File: src/rtl/core/fba_pkg.sv
// fba_pkg: shared sizes, codes and the scan beat type of the fit block allocator
// used by fba_cell and fit_block_allocator_unit; no dependencies
package fba_pkg;

  localparam int NUM_BLOCKS = 16;
  localparam int SIZE_BITS  = 16;

  localparam int IDX_W = (NUM_BLOCKS > 1) ? $clog2(NUM_BLOCKS) : 1;
  localparam int CNT_W = $clog2(NUM_BLOCKS + 1);

  // allocation policy codes
  localparam logic [1:0] MODE_FIRST = 2'd0;
  localparam logic [1:0] MODE_BEST  = 2'd1;
  localparam logic [1:0] MODE_WORST = 2'd2;

  // configuration register indexes
  localparam logic REG_FIT_MODE    = 1'b0;
  localparam logic REG_BLOCK_COUNT = 1'b1;

  // input item kinds
  localparam logic KIND_LOAD    = 1'b0;
  localparam logic KIND_REQUEST = 1'b1;

  // request beat that walks down the cell chain
  typedef struct packed {
    logic                 valid;
    logic [SIZE_BITS-1:0] req;
    logic [1:0]           mode;
    logic [CNT_W-1:0]     active;
    logic                 found;
    logic [IDX_W-1:0]     pick;
    logic [SIZE_BITS-1:0] best;
  } fba_scan_t;

endpackage

File: src/rtl/core/fit_block_allocator_unit.sv
// fit_block_allocator_unit: first / best / worst fit allocator over a chain of cells
// depends on fba_pkg and fba_cell
//
//  channel | direction | handshake         | payload
//  in_     | input     | in_valid/in_stall | in_kind, in_slot, in_size
//  out_    | output    | out_valid/out_stall | out_granted, out_block_index
//  cfg_    | input     | cfg_valid/cfg_ready | cfg_index, cfg_wdata
//
// a load's result is registered in the cycle after acceptance; a request walks the
// NUM_BLOCKS cells one per cycle, through the scan register of each cell, then its
// result is registered while the granted entry is cleared on the same edge
// one item is in flight at a time; a new item is taken on the edge its result leaves
// synchronous active-low reset empties the table, fit_mode 0, block_count 16
// out_stall holds the result register and, through it, in_stall
module fit_block_allocator_unit (
  input  logic        clk,
  input  logic        rst_n,
  input  logic        in_valid,
  output logic        in_stall,
  input  logic        in_kind,
  input  logic [3:0]  in_slot,
  input  logic [15:0] in_size,
  output logic        out_valid,
  input  logic        out_stall,
  output logic        out_granted,
  output logic [3:0]  out_block_index,
  input  logic        cfg_valid,
  output logic        cfg_ready,
  input  logic        cfg_index,
  input  logic [4:0]  cfg_wdata
);

  localparam int NB = fba_pkg::NUM_BLOCKS;

  logic [1:0]               fit_mode_r;
  logic [4:0]               block_count_r;
  logic                     busy_r;
  logic                     out_valid_r;
  logic                     out_granted_r;
  logic [3:0]               out_block_index_r;
  logic                     in_acc;
  logic                     load_ok;
  logic [fba_pkg::CNT_W-1:0] active;
  fba_pkg::fba_scan_t       head;
  fba_pkg::fba_scan_t       chain [NB+1];
  fba_pkg::fba_scan_t       tail;

  assign in_stall  = busy_r || (out_valid_r && out_stall);
  assign in_acc    = in_valid && !in_stall;
  assign cfg_ready = 1'b1;
  assign load_ok   = (32'(in_slot) < NB);

  always_comb begin
    if (32'(block_count_r) > NB) begin
      active = fba_pkg::CNT_W'(NB);
    end else begin
      active = fba_pkg::CNT_W'(block_count_r);
    end
  end

  // request beat enters the head cell on the accept edge
  always_comb begin
    head.valid  = in_acc && (in_kind == fba_pkg::KIND_REQUEST);
    head.req    = fba_pkg::SIZE_BITS'(in_size);
    head.mode   = fit_mode_r;
    head.active = active;
    head.found  = 1'b0;
    head.pick   = '0;
    head.best   = '0;
  end

  assign chain[0] = head;
  assign tail     = chain[NB];

  for (genvar g = 0; g < NB; g++) begin : g_cell
    logic ld;
    logic clr;
    assign ld  = in_acc && (in_kind == fba_pkg::KIND_LOAD) && load_ok &&
                 (32'(in_slot) == g);
    assign clr = tail.valid && tail.found && (32'(tail.pick) == g);
    fba_cell u_cell (
      .clk       (clk),
      .rst_n     (rst_n),
      .cell_idx  (fba_pkg::IDX_W'(g)),
      .load_en   (ld),
      .load_data (fba_pkg::SIZE_BITS'(in_size)),
      .clr_en    (clr),
      .scan_i    (chain[g]),
      .scan_o    (chain[g+1])
    );
  end

  always_ff @(posedge clk) begin
    if (!rst_n) begin
      fit_mode_r    <= fba_pkg::MODE_FIRST;
      block_count_r <= 5'd16;
      busy_r        <= 1'b0;
      out_valid_r   <= 1'b0;
    end else begin
      if (cfg_valid && cfg_ready) begin
        case (cfg_index)
          fba_pkg::REG_FIT_MODE:    fit_mode_r    <= cfg_wdata[1:0];
          fba_pkg::REG_BLOCK_COUNT: block_count_r <= cfg_wdata;
          default:                  ;
        endcase
      end
      if (out_valid_r && !out_stall) begin
        out_valid_r <= 1'b0;
      end
      if (in_acc) begin
        if (in_kind == fba_pkg::KIND_REQUEST) begin
          busy_r <= 1'b1;
        end else begin
          out_valid_r <= 1'b1;
        end
      end
      if (tail.valid) begin
        busy_r      <= 1'b0;
        out_valid_r <= 1'b1;
      end
    end
    if (in_acc && (in_kind == fba_pkg::KIND_LOAD)) begin
      out_granted_r     <= 1'b0;
      out_block_index_r <= 4'd0;
    end else if (tail.valid) begin
      out_granted_r     <= tail.found;
      out_block_index_r <= tail.found ? 4'(tail.pick) : 4'd0;
    end
  end

  assign out_valid       = out_valid_r;
  assign out_granted     = out_granted_r;
  assign out_block_index = out_block_index_r;

`ifndef SYNTHESIS
  a_tail_only_when_busy: assert property (@(posedge clk) disable iff (!rst_n)
    tail.valid |-> busy_r)
    else $error("scan beat reached the tail with no request in flight");

  a_tail_gives_result: assert property (@(posedge clk) disable iff (!rst_n)
    tail.valid |=> (out_valid_r && !busy_r))
    else $error("finished scan did not raise a result");

  a_busy_no_result: assert property (@(posedge clk) disable iff (!rst_n)
    busy_r |-> !out_valid_r)
    else $error("result pending while a scan is in flight");

  a_fail_index_zero: assert property (@(posedge clk) disable iff (!rst_n)
    (out_valid_r && !out_granted_r) |-> (out_block_index_r == 4'd0))
    else $error("nonzero index on a beat without a grant");
`endif

endmodule

File: src/rtl/core/fba_cell.sv
// fba_cell: one table entry of the allocator plus its stage of the scan chain
// depends on fba_pkg
module fba_cell (
  input  logic                          clk,
  input  logic                          rst_n,
  input  logic [fba_pkg::IDX_W-1:0]     cell_idx,
  input  logic                          load_en,
  input  logic [fba_pkg::SIZE_BITS-1:0] load_data,
  input  logic                          clr_en,
  input  fba_pkg::fba_scan_t            scan_i,
  output fba_pkg::fba_scan_t            scan_o
);

  logic [fba_pkg::SIZE_BITS-1:0] size_r;
  fba_pkg::fba_scan_t            scan_r;
  fba_pkg::fba_scan_t            scan_nxt;
  logic                          in_range;
  logic                          elig;
  logic                          take;

  always_comb begin
    in_range = fba_pkg::CNT_W'(cell_idx) < scan_i.active;
    elig     = in_range && (size_r != '0) && (size_r >= scan_i.req);
    take     = 1'b0;
    if (elig) begin
      if (!scan_i.found) begin
        take = 1'b1;
      end else begin
        case (scan_i.mode)
          fba_pkg::MODE_BEST:  take = size_r < scan_i.best;
          fba_pkg::MODE_WORST: take = size_r > scan_i.best;
          default:             take = 1'b0;  // first fit keeps the earliest match
        endcase
      end
    end
    scan_nxt = scan_i;
    if (take) begin
      scan_nxt.found = 1'b1;
      scan_nxt.pick  = cell_idx;
      scan_nxt.best  = size_r;
    end
  end

  always_ff @(posedge clk) begin
    if (!rst_n) begin
      size_r       <= '0;
      scan_r.valid <= 1'b0;
    end else begin
      if (load_en) begin
        size_r <= load_data;
      end else if (clr_en) begin
        size_r <= '0;
      end
      scan_r.valid <= scan_nxt.valid;
    end
    scan_r.req    <= scan_nxt.req;
    scan_r.mode   <= scan_nxt.mode;
    scan_r.active <= scan_nxt.active;
    scan_r.found  <= scan_nxt.found;
    scan_r.pick   <= scan_nxt.pick;
    scan_r.best   <= scan_nxt.best;
  end

  assign scan_o = scan_r;

endmodule
File: config.mk
export PLATFORM = sky130hd
export DESIGN_NAME = fit_block_allocator_unit
export DESIGN_NICKNAME = d
export VERILOG_FILES = /design/src/rtl/core/fba_pkg.sv /design/src/rtl/core/fit_block_allocator_unit.sv /design/src/rtl/core/fba_cell.sv
export SDC_FILE = /design/constraint.sdc
export NUM_CORES = 2
export LEC_CHECK = 0
export ABC_AREA = 1
export BUFFER_PORTS_ARGS = -buffer_cell sky130_fd_sc_hd__buf_2
export CORE_ASPECT_RATIO = 1.75
export CORE_MARGIN = 1.5
export CORE_UTILIZATION = 30
export DETAILED_ROUTE_END_ITERATION = 6
export PLACE_DENSITY = 0.48
export SKIP_LAST_GASP = 1
export SYNTH_ARGS = -nofsm -noshare
export SYNTH_HDL_FRONTEND = slang
export SYNTH_SLANG_ARGS = --single-unit
File: constraint.sdc
create_clock -name clk -period 3.3 [get_ports clk]
set_input_delay 0.66 -clock clk [delete_from_list [all_inputs] [get_ports clk]]
set_output_delay 0.66 -clock clk [all_outputs]
set_load 0.01 [all_outputs]
### Word level (Yosys, flattened, before mapping)

Cells that the tools add are included.

| storage, ports and cells | value |
|---|---|
| register bits | 951 |
| bits in latches | 0 |
| bits in writable memories | 0 |
| bits in read-only memories | 0 |
| input bits | 32 |
| output and inout bits | 8 |
| word-level logic and storage cells | 466 |
| memories kept | 0 |

| operators by class | value |
|---|---|
| add/subtract/negate cells | 0 |
| multipliers | 0 |
| divide/modulo/power cells | 0 |
| $lt $le $gt $ge | 63 |
| eq/ne operators | 60 |
| shift operators | 0 |
| muxes and demuxes | 99 |
| bitwise gates (word level) | 3 |
| reduce and logical (&&, ||, !) cells | 111 |

Operator list:

| operator | count |
|---|---|
| 2-to-1 mux 16 bit | 46 |
| greater-or-equal comparator 16 bit | 16 |
| nonzero test 16 bit | 16 |
| > comparator 16 bit | 15 |
| < comparator 16 bit | 15 |
| logical AND 1 bit | 70 |
| == test 4 bit, second input constant | 16 |
| < comparator 4 x 5 -> 1 bit, first input constant | 8 |
| 2-to-1 mux 1 bit | 35 |
| == test 4 x 3 -> 1 bit, second input constant | 8 |
| nonzero test 2 bit | 16 |
| == test 2 x 1 -> 1 bit, second input constant | 15 |
| == test 2 bit, second input constant | 15 |
| case mux 1 bit (2 select lines) | 15 |
| 2-to-1 mux 21 bit | 1 |
| < comparator 3 x 5 -> 1 bit, first input constant | 4 |
| == test 4 x 2 -> 1 bit, second input constant | 4 |
| < comparator 1 x 5 -> 1 bit, first input constant | 2 |
| < comparator 2 x 5 -> 1 bit, first input constant | 2 |
| == test 4 x 1 -> 1 bit, second input constant | 2 |
| logical NOT 4 bit | 2 |
| AND reduction 2 bit | 3 |
| > comparator 5 bit, second input constant | 1 |
| 2-to-1 mux 5 bit | 1 |
| other kinds (5) | 8 |

### Depth between registers and ports, before layout

| depth | value |
|---|---|
| word-level depth | 7 |
| depth in mapped cells | 18 |
| mapped depth without buffers | 17 |

### Modules after synthesis

From an unflattened synthesis, not the netlist that was laid out.

| second synthesis, totals | value |
|---|---|
| cells, all modules | 5854 |
| area, all modules | 45671.3 sq um |

By module, submodules not included:

| module | times used | cells an instance | area each (sq um) | seq. area each (sq um) |
|---|---|---|---|---|
| fba_cell | 16 | 357 | 2798.9 | 1221.2 |
| fit_block_allocator_unit | 1 | 142 | 888.4 | 280.3 |

### Least setup slack after synthesis

No wires, ideal clock.

| timing | value |
|---|---|
| kind | input-to-reg |
| start point | input in_size[1] |
| end point | register g_cell[0].u_cell.scan_r, in the netlist g_cell[0].u_cell.scan_o[20] |
| setup time | 0.126 ns |
| arrival | 2.421 ns |
| data required time | 3.174 ns |
| path slack | 0.754 ns |
| cell stages on the path | 12 |
| buffers on the path | 2 |
| cells stage by stage | clkbuf_1 > clkinv_1 > ha_1 > a21oi_1 > o21ai_0 > nand2_1 > o211ai_1 > nand2_1 > nand3_1 > nand2_1 > clkbuf_1 > inv_1 |

| on the way | value |
|---|---|
| longest elaborated chain between the ends | 4 |

Ends and longest elaborated chain:

| item | RTL line | source |
|---|---|---|
| from (decl) | fit_block_allocator_unit.sv:22 | `input logic [15:0] in_size,` |
| greater-or-equal comparator 16 bit | fba_cell.sv:23 | `elig = in_range && (size_r != '0) && (size_r >= scan_i.req);` |
| logical AND 1 bit | fba_cell.sv:23 |  |
| via g_cell[0].u_cell.elig | fba_cell.sv:18 | `logic elig;` |
| 2-to-1 mux 1 bit | fba_cell.sv:25 | `if (elig) begin` |
| 2-to-1 mux 21 bit | fba_cell.sv:37 | `if (take) begin` |
| to (decl) | fba_cell.sv:15 | `fba_pkg::fba_scan_t scan_r;` |

The timed path passes the listed nets, and every way through them passes these cells.
A chain may end at the register's enable or synchronous reset.

### Final worst setup path

| timing | value |
|---|---|
| start point | register g_cell[7].u_cell.size_r[7] in the netlist's numbering |
| end point | register g_cell[7].u_cell.scan_r, in the netlist g_cell[7].u_cell.scan_o[18] |

| on the way | value |
|---|---|
| longest elaborated chain between the ends | 4 |
| elaborated cells on any way between the ends | 9 |
| classes of those cells | order compare: 3; mux: 3; reduce/logical: 3 |

Ends and longest elaborated chain:

| item | RTL line | source |
|---|---|---|
| from (decl) | fba_cell.sv:14 | `logic [fba_pkg::SIZE_BITS-1:0] size_r;` |
| from (signal assigned) | fba_cell.sv:50 | `size_r <= load_data;` |
| > comparator 16 bit, or another cell as far along | fba_cell.sv:31 | `fba_pkg::MODE_WORST: take = size_r > scan_i.best;` |
| case mux 1 bit (2 select lines) / logical AND 1 bit (equally long branches) | fba_cell.sv:29, fba_cell.sv:23 |  |
| 2-to-1 mux 1 bit / logical AND 1 bit (equally long branches) | fba_cell.sv:26, fba_cell.sv:23 |  |
| 2-to-1 mux 1 bit (*) | fba_cell.sv:25 |  |
| to (decl) | fba_cell.sv:15 |  |

Mark *: on every way between the ends. The rest lies on a longest branch, timed or not.

==> impl_metrics.ini <==
[setup_path]
critPathBufInv = 1
critical_path.most_common_cell = nand2_1
crit_chain = ha_1, a21oi_1, o21a_1, nand2_1, nand2_1, nand3_1, nand2_1, clkinv_1, nand2_2, nand2_1
crit_path_max_incr_delay_ns = 0.67
cp.arrival_ns = 3.16
critical_path.top_delay_family = simple AND/OR/NAND/NOR gates
ff2ff_setup_slack_ns = 0.69
worstSetupEndpointType = flip-flop
critPathMaxFanout = 19
cp_slowest_cell = dfxtp_1
required_ns = 3.84
start_kind = flip-flop
critical_path_class = flip-flop to flip-flop

[place]
post-place-cells = 7178
dp_hpwl_um = 115500
io_buffers = 38
gp_congestion = 0.8963

[detailed_routing]
drtIter0Drc = 1727
vias = 34290
drt-vias-per-instance = 4.674
drt-wirelength-per-cell_um = 20.10
first_pass_iters = 7
antenna_left = 0
drt-total-wl_um = 147400
post-route-drc-count = 0

[synth]
synth-xor-area-share = 0
synth_compound_area_frac = 0.08567
syn_area_per_cell_um2 = 7.893
yosys.area_share.adder = 0.1560
synth_simple_gate_area_frac = 0.2076
yosysSeqAreaShare = 0.4423
synth_mux_area_frac = 0
synth_top_family_by_area = simple AND/OR/NAND/NOR gates
synth-seq-cells = 932
ys_top_cells_by_area = dfxtp_1 44%, ha_1 16%, nand2_1 9.6%
syn_area_mm2 = 0.04218
syn-num-nets = 5902
syn_inst = 5344
yosysWarnings = 0
yosysTopAreaCell = dfxtp_1
yosysUniqueCellTypes = 40
synth_top_area_frac = 0.4423

[clock_network]
cts_buffers = 86
h-tree-depth = 3
root_buffer = clkbuf_16
cts_setup_buffers = 0
clk-insertion-delay-late_ns = 0.70
cts_tree = yes
cts_buffer_depth = 3
cts_resized = 0
hold_buffers = 0
cts.clk_slew.worst_paths_ns = 0.06
cts_sinks = 932

[grt]
grt_pass1_wl_um = 216000
grt.total_usage = 0.2059
grt_max_degree = 77
overflow = 0
grt_pass1_vias = 34470
antenna_found_initial = 8

[sta]
relSlewSlack = 0.4780
whs_ns = 0.1980
setup-tns-final_ns = 0
slew_violations = 0
fmax_mhz = 382.5
worst_pin_slew_ns = 0.7830
grt_setup_unrepaired = false
hold_viol = 0
period_minus_slack_ns = 2.615
skew_ns = 0.03566
fin_crit_sh = 0.7923
finalSetupViolations = 0

[power_and_ir_drop]
p_leak_nw = 22.86
power.density_mw_per_mm2 = 498.3
ir_drop_uv = 404.7

[floorplan]
initial_core_util = 0.3028
fp.dieH_um = 499.0
die_w_um = 286.4
rows = 181
core_mm2 = 0.1393
fp.dieArea_mm2 = 0.1429
ios = 40

[cells_and_area]
utilization = 0.3443
fin_cells = 7336
syn_to_final_growth_pct = 13.70
drive_gt1_frac = 0.06525
final_nets = 5994

[outcome]
outcome = completed

[job]
maxCapViolCount = 0

[min_path]
hp-class = input port to flip-flop
==> Yosys cell counts (all sizes together) <==
master  count
o21ba       1
conb        1
a21o       15
a21boi     12
a21oi     342
or2        31
nor2      332
buf        62
o21a       18
clkbuf     68
nand2    1103
a211oi      1
ha        526
o22ai     158
nand3     466
clkinv     13
o211ai      1
or3         1
a22oi       2
nor4       40
o21ai      89
nor3       16
dfxtp     932
nand4      60
a31o        1
inv      1041
a41oi       1
a31oi      11
==> sequential cells by signal, summed over array words and instances (netlist names) <==
signal                flops
g_cell.u_cell.size_r    256
out_valid                 1
g_cell.u_cell.scan_o    662
out_block_index           4
out_granted               1
block_count_r             5
busy_r                    1
fit_mode_r                2
==> cell type report <==
type,count,area [µm²]
repair buffers,134,960.9
multi-input cells,3228,18960
well taps,1830,2290
fillers,14650,91320
inverters,1054,3964
diodes,4,10.01
clock inverters,49,750.7
flip-flops and latches,932,18660
clock buffers,105,2365
==> metal layers <==
metal	routed length, µm	vias up	global-route usage
li1	-	17230	-
met1	49380	15930	0.1870
met2	79850	726	0.4011
met3	4572	395	0.02651
met4	13580	10	0.1654
met5	62	-	0
==> kinds of logic after synthesis <==
kind of cell	count (synthesis)
buf+inv	1184
flops	932
simple gates	2049
other cells	1
fa+ha+maj	526
compound gates	652
==> worst register-to-register path: stages, from the launching register on <==
cell	delay (ns)
dfxtp_1	0.67
ha_1	0.35
a21oi_1	0.18
o21a_1	0.15
nand2_1	0.05
nand2_1	0.05
nand3_1	0.06
nand2_1	0.15
clkinv_1	0.28
nand2_2	0.39
nand2_1	0.16
==> power breakdown <==
| part | switching, mW | internal [mW] | leakage [nW] |
|---|---|---|---|
| Sequential | 0.248 | 11.5 | 7.62 |
| Combinational | 0.724 | 0.313 | 13.7 |
| Clock | 4.70 | 6.40 | 1.51 |
| Total | 5.67 | 18.2 | 22.9 |
==> placed cells by master, fill, tap and decap left out, drive strengths merged <==
cell	netlist	final
clkinv	13	33
inv	1041	1045
a21oi	342	342
ha	526	526
conb	1	1
a211oi	1	1
a31o	1	1
clkinvlp	0	9
nand2	1103	1103
nor3	16	16
a41oi	1	1
clkbuf	68	105
a21o	15	15
nor4	40	40
o21ba	1	1
diode	0	4
a31oi	11	11
a21boi	12	12
buf	62	134
nor2	332	332
o22ai	158	158
o211ai	1	1
nand4	60	60
a22oi	2	2
bufinv	0	16
o21a	18	18
dfxtp	932	932
nand3	466	466
or2	31	31
or3	1	1
o21ai	89	89
==> path summary, 6_finish.rpt <==
path / startpoint / to / depth (start not counted)
max: g_cell[7].u_cell.size_r[7] / g_cell[7].u_cell.scan_o[18] / 10
min: cfg_wdata[4] / block_count_r[4] / 3
max reg2reg: g_cell[7].u_cell.size_r[7] / g_cell[7].u_cell.scan_o[18] / 10
min reg2reg: g_cell[4].u_cell.scan_o[21] / g_cell[5].u_cell.scan_o[21] / 0
==> stage by stage <==
stage,power (mW),cell area (µm²),setup WS [ns]
after detailed placement,13.07,44830,0.3729
after global placement,13.05,44830,0.4339
after floorplan,12.49,42180,0.7536
after global routing,24.68,47950,0.4899
after CTS,24.19,47950,0.6961
final,23.90,47960,0.6854
(Power assumes the default switching activity.)
